===== config.mk =====
export PLATFORM = sky130hd
export DESIGN_NAME = minstd_byte_stream_rng_core
export DESIGN_NICKNAME = d
export VERILOG_FILES = /design/src/rtl/msbrng_pkg.sv /design/src/rtl/msbrng_mulmod.sv /design/src/rtl/minstd_byte_stream_rng_core.sv
export VERILOG_INCLUDE_DIRS = /design/src /design/src/rtl
export SDC_FILE = /design/constraint.sdc
export NUM_CORES = 1
export LEC_CHECK = 0
export BUFFER_PORTS_ARGS = -buffer_cell sky130_fd_sc_hd__buf_2
export CORE_ASPECT_RATIO = 1.1
export CORE_MARGIN = 4
export CORE_UTILIZATION = 45
export DETAILED_ROUTE_END_ITERATION = 7
export PLACE_DENSITY_LB_ADDON = 0.2
export SETUP_SLACK_MARGIN = 0.05
export SLEW_MARGIN = 10
export SYNTH_ARGS = -nofsm -noshare
export SYNTH_HDL_FRONTEND = slang
export SYNTH_SLANG_ARGS = --single-unit

===== constraint.sdc =====
create_clock -name clock -period 6.08 [get_ports clock]
set_input_delay 0.912 -clock clock [delete_from_list [all_inputs] [get_ports clock]]
set_output_delay 0.912 -clock clock [all_outputs]
set_load 0.02 [all_outputs]

===== src/rtl/minstd_byte_stream_rng_core_assert.svh =====
// Assertion macros shared by the random byte stream RTL.
// No dependencies; included by modules that carry concurrent checks.
`ifndef MINSTD_BYTE_STREAM_RNG_CORE_ASSERT_SVH
`define MINSTD_BYTE_STREAM_RNG_CORE_ASSERT_SVH

// Check a property on the rising clock edge, disabled while reset is high.
`define MSBRNG_ASSERT(lbl, clk, rst, prop, msg) \
   lbl: assert property (@(posedge clk) disable iff (rst) (prop)) else $error(msg);

// Check a property on every rising clock edge, including during reset.
`define MSBRNG_ASSERT_ALWAYS(lbl, clk, prop, msg) \
   lbl: assert property (@(posedge clk) (prop)) else $error(msg);

`endif


===== src/rtl/msbrng_pkg.sv =====
// Constants and helpers for the minimal standard random byte stream.
// No dependencies; imported by the multiply-reduce unit and the top level.
package msbrng_pkg;

   // Generator word and operand widths.
   localparam int WORD_W = 32;
   localparam int OPND_W = 31;
   localparam int FACT_W = 15;
   localparam int PROD_W = OPND_W + FACT_W;
   localparam int NSEC_W = 30;
   localparam int CNT_W  = 7;

   // Park-Miller modulus 2^31-1 and multiplier.
   localparam logic [OPND_W-1:0] PM_MODULUS = 31'h7FFF_FFFF;
   localparam logic [FACT_W-1:0] PM_FACTOR  = 15'd16807;

   // Most negative 32-bit value and its saturated magnitude.
   localparam logic [WORD_W-1:0] INT_MIN_WORD = 32'h8000_0000;
   localparam logic [WORD_W-1:0] INT_MAX_WORD = 32'h7FFF_FFFF;

endpackage


===== src/rtl/msbrng_mulmod.sv =====
// Shared multiply-reduce unit: x -> 16807*x mod (2^31-1), zero mapped to modulus.
// Depends on msbrng_pkg. Start is registered into a stage flop, then into done with the result.
module msbrng_mulmod
   import msbrng_pkg::*;
(
   input  logic              clock,
   input  logic              reset,
   input  logic              start,
   input  logic [OPND_W-1:0] operand,
   output logic              done,
   output logic [OPND_W-1:0] result
);

   logic [PROD_W-1:0] prod_ff, prod_in;
   logic              stage_ff, stage_in;
   logic              done_ff, done_in;
   logic [OPND_W-1:0] res_ff, res_in;
   logic [OPND_W:0]   fold_sum;
   logic [OPND_W:0]   fold_sub;
   logic [OPND_W-1:0] fold_mod;

   // First cycle: the product of operand and multiplier.
   assign prod_in  = PROD_W'(operand) * PROD_W'(PM_FACTOR);
   assign stage_in = start;

   // Second cycle: fold the high part onto the low part, since 2^31 = 1 modulo
   // the modulus; the sum stays below twice the modulus, so one subtract ends it.
   always_comb begin
      fold_sum = {1'b0, prod_ff[OPND_W-1:0]} + (OPND_W+1)'(prod_ff[PROD_W-1:OPND_W]);
      fold_sub = fold_sum - {1'b0, PM_MODULUS};
      if (fold_sum >= {1'b0, PM_MODULUS}) begin
         fold_mod = fold_sub[OPND_W-1:0];
      end else begin
         fold_mod = fold_sum[OPND_W-1:0];
      end
      // A zero residue is replaced by the modulus itself.
      if (fold_mod == '0) begin
         res_in = PM_MODULUS;
      end else begin
         res_in = fold_mod;
      end
      done_in = stage_ff;
   end

   // Control flops are reset; data flops are not.
   always_ff @(posedge clock) begin
      if (reset) begin
         stage_ff <= 1'b0;
         done_ff  <= 1'b0;
      end else begin
         stage_ff <= stage_in;
         done_ff  <= done_in;
      end
   end

   always_ff @(posedge clock) begin
      prod_ff <= prod_in;
      if (stage_ff) begin
         res_ff <= res_in;
      end
   end

   assign done   = done_ff;
   assign result = res_ff;

endmodule


===== src/rtl/minstd_byte_stream_rng_core.sv =====
// Random byte stream core: a read of N bytes first mixes the latched timestamp into
// the seed, then per generator step runs the shared multiply-reduce unit and emits up
// to 4 bytes of the word, stalling while the output waits for rsp_ready.
// An interrupt event is taken in idle and leaves the block ready for the next request.
// The block takes no new request until a read has loaded its last byte for output.
// Synchronous active-high reset: seed is 1, latched timestamp is 0, output empty.
module minstd_byte_stream_rng_core
   import msbrng_pkg::*;
#(
   parameter int MAX_BYTES = 64
)
(
   input  logic              clock,
   input  logic              reset,
   input  logic              req_valid,
   output logic              req_ready,
   input  logic              req_op,
   input  logic              req_sample_enable,
   input  logic [NSEC_W-1:0] req_event_nsec,
   input  logic [CNT_W-1:0]  req_byte_count,
   output logic              rsp_valid,
   input  logic              rsp_ready,
   output logic [7:0]        rsp_data_byte,
   output logic              rsp_last_byte
);

`include "minstd_byte_stream_rng_core_assert.svh"

   localparam logic [1:0] ST_IDLE = 2'd0;
   localparam logic [1:0] ST_MIX  = 2'd1;
   localparam logic [1:0] ST_MUL  = 2'd2;
   localparam logic [1:0] ST_EMIT = 2'd3;

   logic [1:0]        state_ff, state_in;
   logic [WORD_W-1:0] seed_ff, seed_in;
   logic [NSEC_W-1:0] nsec_ff, nsec_in;
   logic [WORD_W-1:0] x_ff, x_in;
   logic [CNT_W-1:0]  rem_ff, rem_in;
   logic [1:0]        bidx_ff, bidx_in;
   logic              tail_ff, tail_in;
   logic              start_ff, start_in;
   logic              rsp_valid_ff, rsp_valid_in;
   logic [7:0]        rsp_data_ff, rsp_data_in;
   logic              rsp_last_ff, rsp_last_in;

   logic              req_fire;
   logic [CNT_W-1:0]  count_clamp;
   logic [WORD_W-1:0] mix_sum;
   logic [WORD_W-1:0] mix_abs;
   logic              out_free;
   logic [7:0]        sel_byte;
   logic [WORD_W-1:0] x_shift;
   logic              mm_done;
   logic [OPND_W-1:0] mm_result;

   assign req_ready = (state_ff == ST_IDLE);
   assign req_fire  = req_valid && req_ready;
   assign out_free  = !rsp_valid_ff || rsp_ready;

   // Requests above the limit are clamped to it.
   assign count_clamp = (int'(req_byte_count) > MAX_BYTES) ? CNT_W'(MAX_BYTES) : req_byte_count;

   // Mix the timestamp into the seed and take a saturating absolute value.
   always_comb begin
      mix_sum = seed_ff + WORD_W'(nsec_ff);
      if (mix_sum == INT_MIN_WORD) begin
         mix_abs = INT_MAX_WORD;
      end else if (mix_sum[WORD_W-1]) begin
         mix_abs = '0 - mix_sum;
      end else begin
         mix_abs = mix_sum;
      end
   end

   // Full words go out as bytes 3, 1, 2, 0; a tail always takes the top byte.
   always_comb begin
      x_shift = {x_ff[WORD_W-9:0], 8'h00};
      if (tail_ff) begin
         sel_byte = x_ff[31:24];
      end else begin
         case (bidx_ff)
            2'd0:    sel_byte = x_ff[31:24];
            2'd1:    sel_byte = x_ff[15:8];
            2'd2:    sel_byte = x_ff[23:16];
            default: sel_byte = x_ff[7:0];
         endcase
      end
   end

   // Sequencer over the shared multiply-reduce unit.
   always_comb begin
      state_in     = state_ff;
      seed_in      = seed_ff;
      nsec_in      = nsec_ff;
      x_in         = x_ff;
      rem_in       = rem_ff;
      bidx_in      = bidx_ff;
      tail_in      = tail_ff;
      start_in     = 1'b0;
      rsp_data_in  = rsp_data_ff;
      rsp_last_in  = rsp_last_ff;
      rsp_valid_in = rsp_ready ? 1'b0 : rsp_valid_ff;
      case (state_ff)
         ST_IDLE: begin
            if (req_fire) begin
               if (req_op) begin
                  rem_in   = count_clamp;
                  state_in = ST_MIX;
               end else if (req_sample_enable) begin
                  nsec_in = req_event_nsec;
               end
            end
         end
         ST_MIX: begin
            x_in = mix_abs;
            if (rem_ff == '0) begin
               seed_in  = mix_abs;
               state_in = ST_IDLE;
            end else begin
               start_in = 1'b1;
               state_in = ST_MUL;
            end
         end
         ST_MUL: begin
            if (mm_done) begin
               x_in     = WORD_W'(mm_result);
               tail_in  = (rem_ff < CNT_W'(4));
               bidx_in  = 2'd0;
               state_in = ST_EMIT;
            end
         end
         default: begin
            if (out_free) begin
               rsp_data_in  = sel_byte;
               rsp_last_in  = (rem_ff == CNT_W'(1));
               rsp_valid_in = 1'b1;
               rem_in       = rem_ff - CNT_W'(1);
               bidx_in      = bidx_ff + 2'd1;
               if (tail_ff) begin
                  x_in = x_shift;
               end
               if (rem_ff == CNT_W'(1)) begin
                  seed_in  = tail_ff ? x_shift : x_ff;
                  state_in = ST_IDLE;
               end else if (bidx_ff == 2'd3) begin
                  start_in = 1'b1;
                  state_in = ST_MUL;
               end
            end
         end
      endcase
   end

   // Control state and generator state.
   always_ff @(posedge clock) begin
      if (reset) begin
         state_ff     <= ST_IDLE;
         seed_ff      <= 32'd1;
         nsec_ff      <= '0;
         start_ff     <= 1'b0;
         rsp_valid_ff <= 1'b0;
         rem_ff       <= '0;
         bidx_ff      <= '0;
         tail_ff      <= 1'b0;
      end else begin
         state_ff     <= state_in;
         seed_ff      <= seed_in;
         nsec_ff      <= nsec_in;
         start_ff     <= start_in;
         rsp_valid_ff <= rsp_valid_in;
         rem_ff       <= rem_in;
         bidx_ff      <= bidx_in;
         tail_ff      <= tail_in;
      end
   end

   // Working word and output payload.
   always_ff @(posedge clock) begin
      x_ff        <= x_in;
      rsp_data_ff <= rsp_data_in;
      rsp_last_ff <= rsp_last_in;
   end

   msbrng_mulmod u_mulmod (
      .clock   (clock),
      .reset   (reset),
      .start   (start_ff),
      .operand (x_ff[OPND_W-1:0]),
      .done    (mm_done),
      .result  (mm_result)
   );

   assign rsp_valid     = rsp_valid_ff;
   assign rsp_data_byte = rsp_data_ff;
   assign rsp_last_byte = rsp_last_ff;

   // Generator steps are started only while the sequencer waits for them.
   `MSBRNG_ASSERT(a_start_in_mul, clock, reset, start_ff |-> state_ff == ST_MUL, "start outside wait")
   `MSBRNG_ASSERT(a_done_in_mul, clock, reset, mm_done |-> state_ff == ST_MUL, "unexpected step done")
   `MSBRNG_ASSERT(a_step_range, clock, reset, mm_done |-> (mm_result != '0 && mm_result <= PM_MODULUS), "step out of range")
   `MSBRNG_ASSERT(a_emit_count, clock, reset, state_ff == ST_EMIT |-> rem_ff != '0, "emit with no bytes left")

endmodule

# Word level (Yosys, flattened, before mapping)
# Index checks and enable logic that the tools add are counted.
[op_classes] order_cmp=3 n_eq_ne=11 mul=1 bitwise_logic=6 n_addsub=6 shifts=0 div=0 reduce_logical=26 muxes=37
[ops] operator="$mux W32" count=8
[ops] operator="$pmux W32 S3" count=1
[ops] operator="$pmux W32 S2" count=1
[ops] operator="$mul A31 B15 Y46 const B" count=1
[ops] operator="$add A31 B15 Y32" count=1
[ops] operator="$add A32 B30 Y32" count=1
[ops] operator="$eq A32 B32 Y1 const B" count=1
[ops] operator="$ge A32 B31 Y1 const B" count=1
[ops] operator="$sub A1 B32 Y32 const A" count=1
[ops] operator="$logic_not A31 Y1" count=1
[ops] operator="$mux W31" count=1
[ops] operator="$sub A31 B31 Y31 const B" count=1
[ops] operator="$mux W7" count=4
[ops] operator="$pmux W8 S3" count=1
[ops] operator="$mux W2" count=9
[ops] operator="$pmux W7 S2" count=1
[ops] operator="$reduce_and A4 Y1" count=3
[ops] operator="$mux W8" count=1
[ops] operator="$reduce_bool A2 Y1" count=4
[ops] operator="$eq A7 B1 Y1 const B" count=1
[ops] operator="$gt A7 B7 Y1 const B" count=1
[ops] operator="$logic_not A7 Y1" count=1
[ops] operator="$lt A7 B3 Y1 const B" count=1
[ops] operator="$mux W1" count=7
[ops] operator="other kinds (22)" count=37
[totals] wordCells=105 latchBits=0 memories=0 input_bits=43 mem_bits_ro=0 out_inout_bits=11 ram_bits=0 ff_bits=196

# Logic depth before layout (Yosys ltp)
# Gate-level depths: netlist of the first run.
[depth] ltp_word=6 mapped_depth=25 depth_no_buf=25

# By module
# Synthesis of the first run repeated with hierarchy kept, for this count alone.
[hier_totals] hier_cells=2422 area_unflattened_um2=20612.3
[modules_own_cells] mod="msbrng_mulmod" seq_area_each_um2=1891.8 area_per_inst_um2=11801.3 cells_each=1303 instances=1
[modules_own_cells] mod="minstd_byte_stream_rng_core" seq_area_each_um2=2752.6 area_per_inst_um2=8811.0 cells_each=1119 instances=1

# Least setup slack after synthesis of the first run
# Ideal clock, no wire load.
[synth_path] path_type="register to register" startpoint="register x_ff[14]" endpoint="register u_mulmod.prod_ff[43]" arrival_time_ps=6271 setup_ps=73 path_stages_with_launch=26 required_time_ps=6007 n_path_buf=0 setup_slack_ps=-264 synth_period_minus_slack_ps=6344 cell_sequence="edfxtp_1 > inv_1 > fa_1 > inv_1 > ha_1 > inv_1 > fa_1 > inv_1 > fa_1 > fa_1 > inv_1 > fa_1 > inv_1 > ha_1 > a21o_1 > a21o_1 > a21o_1 > a21o_1 > a21o_1 > a31o_2 > a21oi_1 > a31oi_1 > a21oi_1 > o21ai_0 > o41ai_1 > xnor2_1"
[synth_via] elab_chain_cells=1
[synth_lines] item="start: declaration" line_no="minstd_byte_stream_rng_core.sv:37" rtl="logic [WORD_W-1:0] x_ff, x_in;"
[synth_lines] item="start signal: assignment" line_no="minstd_byte_stream_rng_core.sv:179" rtl="x_ff <= x_in;"
[synth_lines] item="$mul A31 B15 Y46" line_no="msbrng_mulmod.sv:23" rtl="assign prod_in = PROD_W'(operand) * PROD_W'(PM_FACTOR);"
[synth_lines] item="net u_mulmod.prod_in[43]" line_no="msbrng_mulmod.sv:14" rtl="logic [PROD_W-1:0] prod_ff, prod_in;"
[synth_lines] item="end signal: assignment" line_no="msbrng_mulmod.sv:57" rtl="prod_ff <= prod_in;"
[synth_lines] item="end: declaration" line_no="msbrng_mulmod.sv:14"
# The timed path passes the listed nets, and every way through them passes these cells.
# A chain may end at the register's enable or synchronous reset.

# Worst setup path in the final report of the first run
# Ends and elaborated chain as after synthesis.

==> results.md, run 1 <==
- Status: finished, final reports clean
- Clock Tree Buf Depth: 2
- Worst-skew pair later-pin latency: 470 ps
- CP Buf/Inv Count: 6
- Mux contribution to synthesized area: 0.445%
- Cell area after synthesis: 20500 um^2
- Initial core utilization: 45.8%
- Flop and latch count out of synthesis: 196
- Pins Over Slew Limit: 0
- Post-synth EDFFs: 72
- Post-CTS Hold Buffers: 0
- GRT overflow: 0
- Max_cap viols: 0
- Area of the multi-input gates: 14700 um^2
- Slew headroom: 23.4%
- Layout cell share with drive strength beyond 1: 14.4%
- RSZ-0062 raised after global routing: true
- 1st-iter DRT viols: 1182
- Worst slack at placement: -273 ps
- Max incr delay on CP: 560 ps
- RePlAce Congestion: 0.910
- Via count: 18.1k
- Detailed Route WL: 65200 um
- Final HPWL DP: 53200 um
- Ys async rst share: 0%
- Worst path required time: 6440 ps
- Layout fillers: 4163
- Final Cell Area: 23500 um^2
- Slowest stage cell, crit path: fa_1
- Total CTS buffers: 17
- Worst hold margin: 464 ps
- CTS root buffer: clkbuf_16
- Achievable frequency: 166 MHz
- Tcrit/Tclk final: 99.0%
- First-pass GRT wire length: 102000 um
- Most used DFF post-synth: dfxtp_1
- Post-Syn Instances: 2420
- Antenna cells: 0
- Critical path's top delay family: adder cells
- Setup-failing EPs final: 0
- Critical path class: register to register
- Critical Path AT: 6380 ps
- Slew @ Worst Pin: 1150 ps
- CP max FO: 4
- CTS tree: done
- Reg area: 4640 um^2
- Clock-pin slew on the worst setup and hold paths: 90 ps
- Pin count of the biggest net entering global routing: 79
- DIE HEIGHT: 232 um
- DP Area: 22400 um^2
- Clock skew: 17.8 ps
- Largest area contributor in the netlist: ha_1
- 1st-pass router iterations: 6
- Core ar.: 44800 um^2
- Fin nets: 3000
- P&R area growth vs syn: 14.8%
- Clk sinks: 196
- YS warnings: 0
- Fin. Hold Viols: 0
- Top-area cell type share of the netlist area: 14.9%
- Syn_area_per_cell: 8.47 um^2
- Initial antenna violation count: 2
- Synth unique cells: 91
- Residual DRC count: 0
- Antenna Violating Nets Remaining: 0
- Seq/Total Area, Yosys: 22.6%
- Post-synthesis adder-cell area fraction: 28.1%
- Largest family of logic cells by synthesized area: adder cells
- Synth Area in Simple Gates: 16.1%
- Setup ws final: 60.3 ps
- Die ar.: 49100 um^2
- Synth Area in Compound Gates: 19.8%
- Die X: 212 um
- Vias/cell: 5.70
- Tmin final: 6020 ps
- Hold Path Class: register to register
- Most frequent cells after synthesis: inv_1, ha_1, nand2_1
- CP endpoint kind: register
- I/O pin total: 54
- IO Port Bufs: 53
- Max H-tree Level: 4
- Synth area leaders: ha_1, fa_1, dfxtp_1, edfxtp_1, inv_1
- Post-DR wirelength/cell: 20.6 um
- # rows: 81
- Vias in the first global route: 18.2k
- GR Util All Layers: 26.6%
- Post-synth net total: 2842
- Count leader, synth: inv_1
- Critical Path Source Type: register
- XOR/XNOR share of the synthesized area: 4.95%
[repair_timing]
action / CTS / global route
pin swaps: 43 / 30
setup endpoints to repair: 9 / 11
gates resized for setup: 44 / 46
buffers inserted: 13 / 10
endpoints found under the hold margin: 0 / 0
[state kept, by name, summed over array words and instances (netlist names), 2 cells and up]
| signal | flops |
|---|---|
| bidx_ff | 2 |
| nsec_ff | 30 |
| rem_ff | 7 |
| rsp_data_byte | 8 |
| seed_ff | 32 |
| state_ff | 2 |
| u_mulmod.prod_ff | 46 |
| u_mulmod.result | 31 |
| x_ff | 32 |
[final cells by class]
class | count | area share (%)
tap | 581 | 3.09
multi-input combinational | 1794 | 62.4
inverter | 338 | 5.39
clock inverter | 15 | 0.744
clock buffer | 17 | 1.81
timing repair buffer | 231 | 6.87
sequential | 196 | 19.7
[stage by stage]
step | cells | util (%) | setup TNS (ps)
2_1_floorplan | 2420 | - | 0
3_5_place_dp | 3119 | 50.0 | -1220
6_report | 3172 | 52.5 | 0
3_3_place_gp | 3119 | 50.0 | -824
4_1_cts | 3163 | 52.0 | 0
5_1_grt | 3172 | 52.5 | -352
[worst register-to-register path, delay by kind of cell, from the launching register on]
family,cells,cell delay (ps)
flip-flops,1,370
AO/OA/AOI/OAI,11,2070
XOR/XNOR,1,220
buffers and inverters,6,290
adder cells (fa/ha/maj),7,2960
[layer usage]
layer,up-vias,share of wire (%),GRT usage [%]
met1,8731,42,33.6
met2,467,50,46.8
met3,102,4.2,3.05
met4,0,3.7,9.64
li1,8781,-,-
met5,-,0,0
[placed cells by master (no fill, tap or decap), types with 24 or more instances in the layout]
cell type / instances
a21o_1: 47
a21oi_1: 143
a311oi_1: 26
a31oi_1: 42
buf_2: 53
buf_4: 174
dfxtp_1: 124
edfxtp_1: 72
fa_1: 135
ha_1: 225
inv_1: 304
inv_2: 30
nand2_1: 212
nand2b_1: 24
nand3_1: 42
nor2_1: 171
nor3_1: 71
o211ai_1: 27
o21ai_0: 110
xnor2_1: 80
xor2_1: 35
[kinds of logic after synthesis]
logic type      count (synthesis)
flops                         196
fa+ha+maj                     379
buf+inv                       430
compound gates                604
simple gates                  686
mux                             9
xor+xnor                      116
[final timing paths]
kind,start,endpoint,slack (ps),cells after the start
hold reg to reg,start_ff,u_mulmod.done_in,460,1
hold / removal,start_ff,u_mulmod.done_in,460,1
setup reg to reg,x_ff[14],u_mulmod.prod_ff[43],60,25
setup / recovery,x_ff[14],u_mulmod.prod_ff[43],60,25
Power of run 1 is not shown: default switching activity piles up to over one toggle a cycle in this logic, so the estimate is an artifact.
==> run 2: changes to the inputs <==
--- a/config.mk
+++ b/config.mk
@@ -10,6 +10,7 @@
 export CORE_ASPECT_RATIO = 1.1
 export CORE_MARGIN = 4
 export CORE_UTILIZATION = 45
+export CTS_BUF_LIST = sky130_fd_sc_hd__clkbuf_8
 export DETAILED_ROUTE_END_ITERATION = 7
 export PLACE_DENSITY_LB_ADDON = 0.2
 export SETUP_SLACK_MARGIN = 0.05
==> run 2 against run 1 <==
Sequential share of layout area increased by 0.10 points; via count increased by 0.20%; worst setup slack got worse by 49 ps; largest cell class unchanged; clock skew increased by 11 ps; global-route usage about the same; design area decreased by 0.52%; critical endpoint unchanged; count of clock-buffer cells in the layout unchanged; maximum frequency decreased by 0.81%; register-to-register slack got worse by 50 ps; cell count increased by 0.16%; utilization decreased by 0.27 points; first-iteration DRC count unchanged.
==> results.md, run 2 (synthesis gave the netlist of run 1 again) <==
- Tmin final: 6070 ps
- Reg2reg setup slack: 10 ps
- R2R Path Start: x_ff[16]
- Antenna Violating Nets Remaining: 0
- Initial core utilization: 45.8%
- 1st-pass router iterations: 5
- Die ar.: 49100 um^2
- Core ar.: 44800 um^2
- R2R cell count: 26
- RePlAce Congestion: 0.910
- P&R area growth vs syn: 14.2%
- DIE HEIGHT: 232 um
- GR Util All Layers: 26.6%
- Residual DRC count: 0
- Tcrit/Tclk final: 99.8%
- Commonest non-fill, non-tap cell in the layout: inv_1
- Total CTS buffers: 17
- Post-DR wirelength/cell: 20.5 um
- Most frequent cells in the layout: inv_1, ha_1, nand2_1, buf_4, nor2_1
- GRT overflow: 0
- Post-CTS Hold Buffers: 0
- Clock Tree Buf Depth: 2
- Crit path launch: x_ff[16]
- Worst path required time: 6500 ps
- RSZ-0062 raised after global routing: true
- First-pass GRT wire length: 102000 um
- Vias in the first global route: 18.1k
- Sink of the worst hold path: u_mulmod.done_in
- Slew headroom: 22.5%
- Worst hold margin: 468 ps
- CP endpoint kind: register
- Reg area: 4640 um^2
- Area of the multi-input gates: 14700 um^2
- Layout Cells excl Fill: 3177
- Clock skew: 28.4 ps
- Hold_sp: start_ff
- Slowest stage cell, crit path: fa_1
- Initial antenna violation count: 0
- IO Port Bufs: 53
- Layout cell share with drive strength beyond 1: 14.7%
- Final Cell Area: 23400 um^2
- Largest register FFs: 46
- DP Cell Count: 3119
- # rows: 81
- Setup-failing EPs final: 0
- Max_cap viols: 0
- Clk sinks: 196
- Critical path class: register to register
- Hold Path Class: register to register
- 1st-iter DRT viols: 1182
- CTS tree: done
- Final HPWL DP: 53200 um
- Layout fillers: 4175
- Max incr delay on CP: 490 ps
- Slew @ Worst Pin: 1160 ps
- Biggest register: u_mulmod.prod_ff
- CTS root buffer: clkbuf_8
- Pins Over Slew Limit: 0
- Status: finished, final reports clean
- Fin. Hold Viols: 0
- Critical Path AT: 6490 ps
- Via count: 18.1k
- Largest registers: u_mulmod.prod_ff: 46 flops, seed_ff: 32 flops, x_ff: 32 flops
- Detailed Route WL: 65100 um
- Pin count of the biggest net entering global routing: 79
- Hold path depth: 1
- Max H-tree Level: 4
- Fin nets: 3005
- Achievable frequency: 165 MHz
- I/O pin total: 54
- Critical Path Source Type: register
- Die X: 212 um
- CP max FO: 4
- Vias/cell: 5.70
- Clock-pin slew on the worst setup and hold paths: 120 ps
- Worst-skew pair later-pin latency: 540 ps
- Antenna cells: 0
- R2r endpoint: u_mulmod.prod_ff[43]
- DP Area: 22400 um^2
==> run 2: cell count changes in the layout (fill, tap and decap cells not counted), sizes merged <==
cell,previous run,this run
buf,231,236
==> run 2: through the flow <==
step	worst slack [ps]	TNS [ps]	utilization, %
floorplan	70.9	0	-
global placement	-202	-824	50.0
detailed placement	-273	-1220	50.0
CTS	47.3	0	51.6
global route	-146	-668	52.3
finish	11.2	0	52.3
==> run 2: layer usage <==
metal	routed length, um	vias to the layer above	share of wire (%)	GRT usage (%)
met4	2350	0	3.6	9.12
met5	0	-	0	0
met1	27200	8767	42	33.7
met2	32600	460	50	46.8
met3	3010	96	4.6	3.03
li1	-	8794	-	-
==> run 2: worst max path at each step <==
stage	to	slack, ps	depth (start not counted)
floorplan	u_mulmod.prod_ff[43]	70	25
global placement	u_mulmod.prod_ff[43]	-200	25
detailed placement	u_mulmod.prod_ff[42]	-270	24
CTS	u_mulmod.prod_ff[42]	50	25
global route	u_mulmod.prod_ff[42]	-150	26
finish	u_mulmod.prod_ff[43]	10	26
==> run 2: layout make-up <==
| type | count | share of cell area [%] |
|---|---|---|
| multi-input cells | 1794 | 62.8 |
| flip-flops and latches | 196 | 19.8 |
| repair buffers | 236 | 7.12 |
| inverters | 338 | 5.43 |
| well taps | 581 | 3.10 |
| clock buffers | 17 | 0.999 |
| clock inverters | 15 | 0.748 |
==> run 2: what timing repair did <==
action,CTS,global route
setup endpoints to repair,10,11
pin swaps,48,31
setup buffers,16,12
resized for setup,45,48
==> run 2: worst max-delay path, delay by kind of cell, from the launching register on <==
family	cells	cell delay, ps
adders and majority gates	7	2890
AOI/OAI and AO/OA	11	2020
buffers and inverters	7	430
DFF	1	390
xor gates and xnor gates	1	220
Power of run 2 is left out for the same reason.
==> run 3: changes to the inputs <==
--- a/config.mk
+++ b/config.mk
@@ -7,14 +7,12 @@
 export NUM_CORES = 1
 export LEC_CHECK = 0
 export BUFFER_PORTS_ARGS = -buffer_cell sky130_fd_sc_hd__buf_2
-export CORE_ASPECT_RATIO = 1.1
 export CORE_MARGIN = 4
 export CORE_UTILIZATION = 45
 export CTS_BUF_LIST = sky130_fd_sc_hd__clkbuf_8
 export DETAILED_ROUTE_END_ITERATION = 7
 export PLACE_DENSITY_LB_ADDON = 0.2
 export SETUP_SLACK_MARGIN = 0.05
-export SLEW_MARGIN = 10
 export SYNTH_ARGS = -nofsm -noshare
 export SYNTH_HDL_FRONTEND = slang
 export SYNTH_SLANG_ARGS = --single-unit
==> run 3 against run 2 <==
Count of clock-buffer cells in the layout unchanged; cell count down 0.47%; worst setup slack better by 7.1 ps; die area about the same; wire length down 2.8%; design area down 1.3%; utilization down 0.48 points; highest routed layer unchanged; via count down 0.67%; critical path type unchanged; hold slack worse by 8.8 ps; first-iteration DRC count up 13%.
==> results.md, run 3 (synthesis gave the netlist of run 1 again) <==
- Critical Path Source Type: register
- R2r endpoint: u_mulmod.prod_ff[43]
- Fin nets: 2979
- Critical path class: register to register
- Worst path required time: 6580 ps
- Max H-tree Level: 4
- CTS root buffer: clkbuf_8
- Reg area: 4640 um^2
- Critical Path AT: 6560 ps
- Area of the multi-input gates: 14600 um^2
- 1st-pass router iterations: 6
- Antenna Violating Nets Remaining: 0
- Slew headroom: 22.8%
- GR Util All Layers: 25.7%
- Hold Path Class: register to register
- Setup-failing EPs final: 0
- Tcrit/Tclk final: 99.7%
- Vias/cell: 5.69
- Slew @ Worst Pin: 1160 ps
- RePlAce Congestion: 0.937
- CP endpoint kind: register
- # rows: 77
- Initial antenna violation count: 0
- Via count: 18.0k
- CP endpoint: u_mulmod.prod_ff[43]
- Pins Over Slew Limit: 0
- Fin. Hold Viols: 0
- Layout cell share with drive strength beyond 1: 12.9%
- Residual DRC count: 0
- Clk sinks: 196
- Largest registers: u_mulmod.prod_ff: 46 flops, seed_ff: 32 flops, x_ff: 32 flops
- Reg2reg setup slack: 20 ps
- Detailed Route WL: 63300 um
- GRT overflow: 0
- Final HPWL DP: 51900 um
- Die X: 221 um
- Clock-pin slew on the worst setup and hold paths: 120 ps
- DP Cell Count: 3117
- Commonest non-fill, non-tap cell in the layout: inv_1
- Vias in the first global route: 17.7k
- First-pass GRT wire length: 100000 um
- DIE HEIGHT: 221 um
- Status: finished, final reports clean
- Pin count of the biggest net entering global routing: 79
- Largest register FFs: 46
- Max_cap viols: 0
- Tmin final: 6060 ps
- Clock skew: 24.3 ps
- Clock Tree Buf Depth: 2
- Worst-skew pair later-pin latency: 570 ps
- 1st-iter DRT viols: 1338
- R2R Path Start: x_ff[15]
- IO Port Bufs: 53
- Layout Cells excl Fill: 3162
- Biggest register: u_mulmod.prod_ff
- I/O pin total: 54
- RSZ-0062 raised after global routing: true
- Crit path launch: x_ff[15]
- Antenna cells: 0
- Total CTS buffers: 17
- P&R area growth vs syn: 12.6%
- CTS tree: done
- Core ar.: 44600 um^2
- Achievable frequency: 165 MHz
- Most frequent cells in the layout: inv_1, ha_1, nand2_1, nor2_1, buf_4
- Post-DR wirelength/cell: 20.0 um
- Layout fillers: 4271
- Die ar.: 49000 um^2
- Initial core utilization: 46.0%
- R2R cell count: 26
- CP max FO: 4
[run 3: worst min path at each step]
stage / cells past startpoint / endpoint / start / slack [ps]
6_report: 1 / u_mulmod.done_in / start_ff / 460
3_3_place_gp: 1 / u_mulmod.done_in / start_ff / 420
5_1_grt: 1 / u_mulmod.done_in / start_ff / 470
2_1_floorplan: 1 / u_mulmod.done_in / start_ff / 410
3_5_place_dp: 1 / u_mulmod.done_in / start_ff / 440
4_1_cts: 1 / u_mulmod.done_in / start_ff / 460
[run 3: layout make-up]
cell class              instances  area share [%]
multi-input cells            1794            63.0
flip-flops and latches        196            20.1
repair buffers                210            6.34
inverters                     338            5.49
well taps                     592            3.21
clock buffers                  17            1.01
clock inverters                15           0.818
[run 3: stage by stage]
step	setup TNS [ps]	area (um^2)	hold slack, ps	setup WS [ps]	utilization [%]
final	0	23100	459	18.2	51.8
after global routing	-1710	23100	467	-262	51.8
after CTS	0	23000	457	51.3	51.5
after detailed placement	-1050	22300	436	-222	50.0
after global placement	-468	22300	424	-150	50.0
after floorplan	0	20600	414	70.9	-
[run 3: what timing repair did]
item	in CTS	in global routing
cloned	0	0
hold buffers	0	0
pin swaps	31	36
gates resized for setup	34	28
buffers inserted	9	6
endpoints found under the setup margin	10	11
[run 3: layer usage]
metal | global-route usage [%] | routed length, um
met1 | 33.9 | 27600
met2 | 42.8 | 30000
met3 | 3.66 | 3020
met4 | 10.5 | 2690
met5 | 0 | 0
[run 3: critical path, stage by stage, from the launching register on]
cell      delay [ps]
edfxtp_1         390
inv_2             90
buf_6            130
fa_1             560
inv_2             50
ha_4             260
inv_2             30
fa_1             470
inv_1             50
fa_1             450
fa_1             510
inv_2             40
fa_1             550
inv_2             50
ha_4             250
a21o_1           160
a21o_1           190
a21o_1           150
a21o_1           140
a21o_1           150
a31o_4           230
a21oi_4          180
a31oi_4          120
a21oi_2          190
o21ai_2          110
o41ai_4          340
xnor2_1          150
Power of run 3 is left out for the same reason.
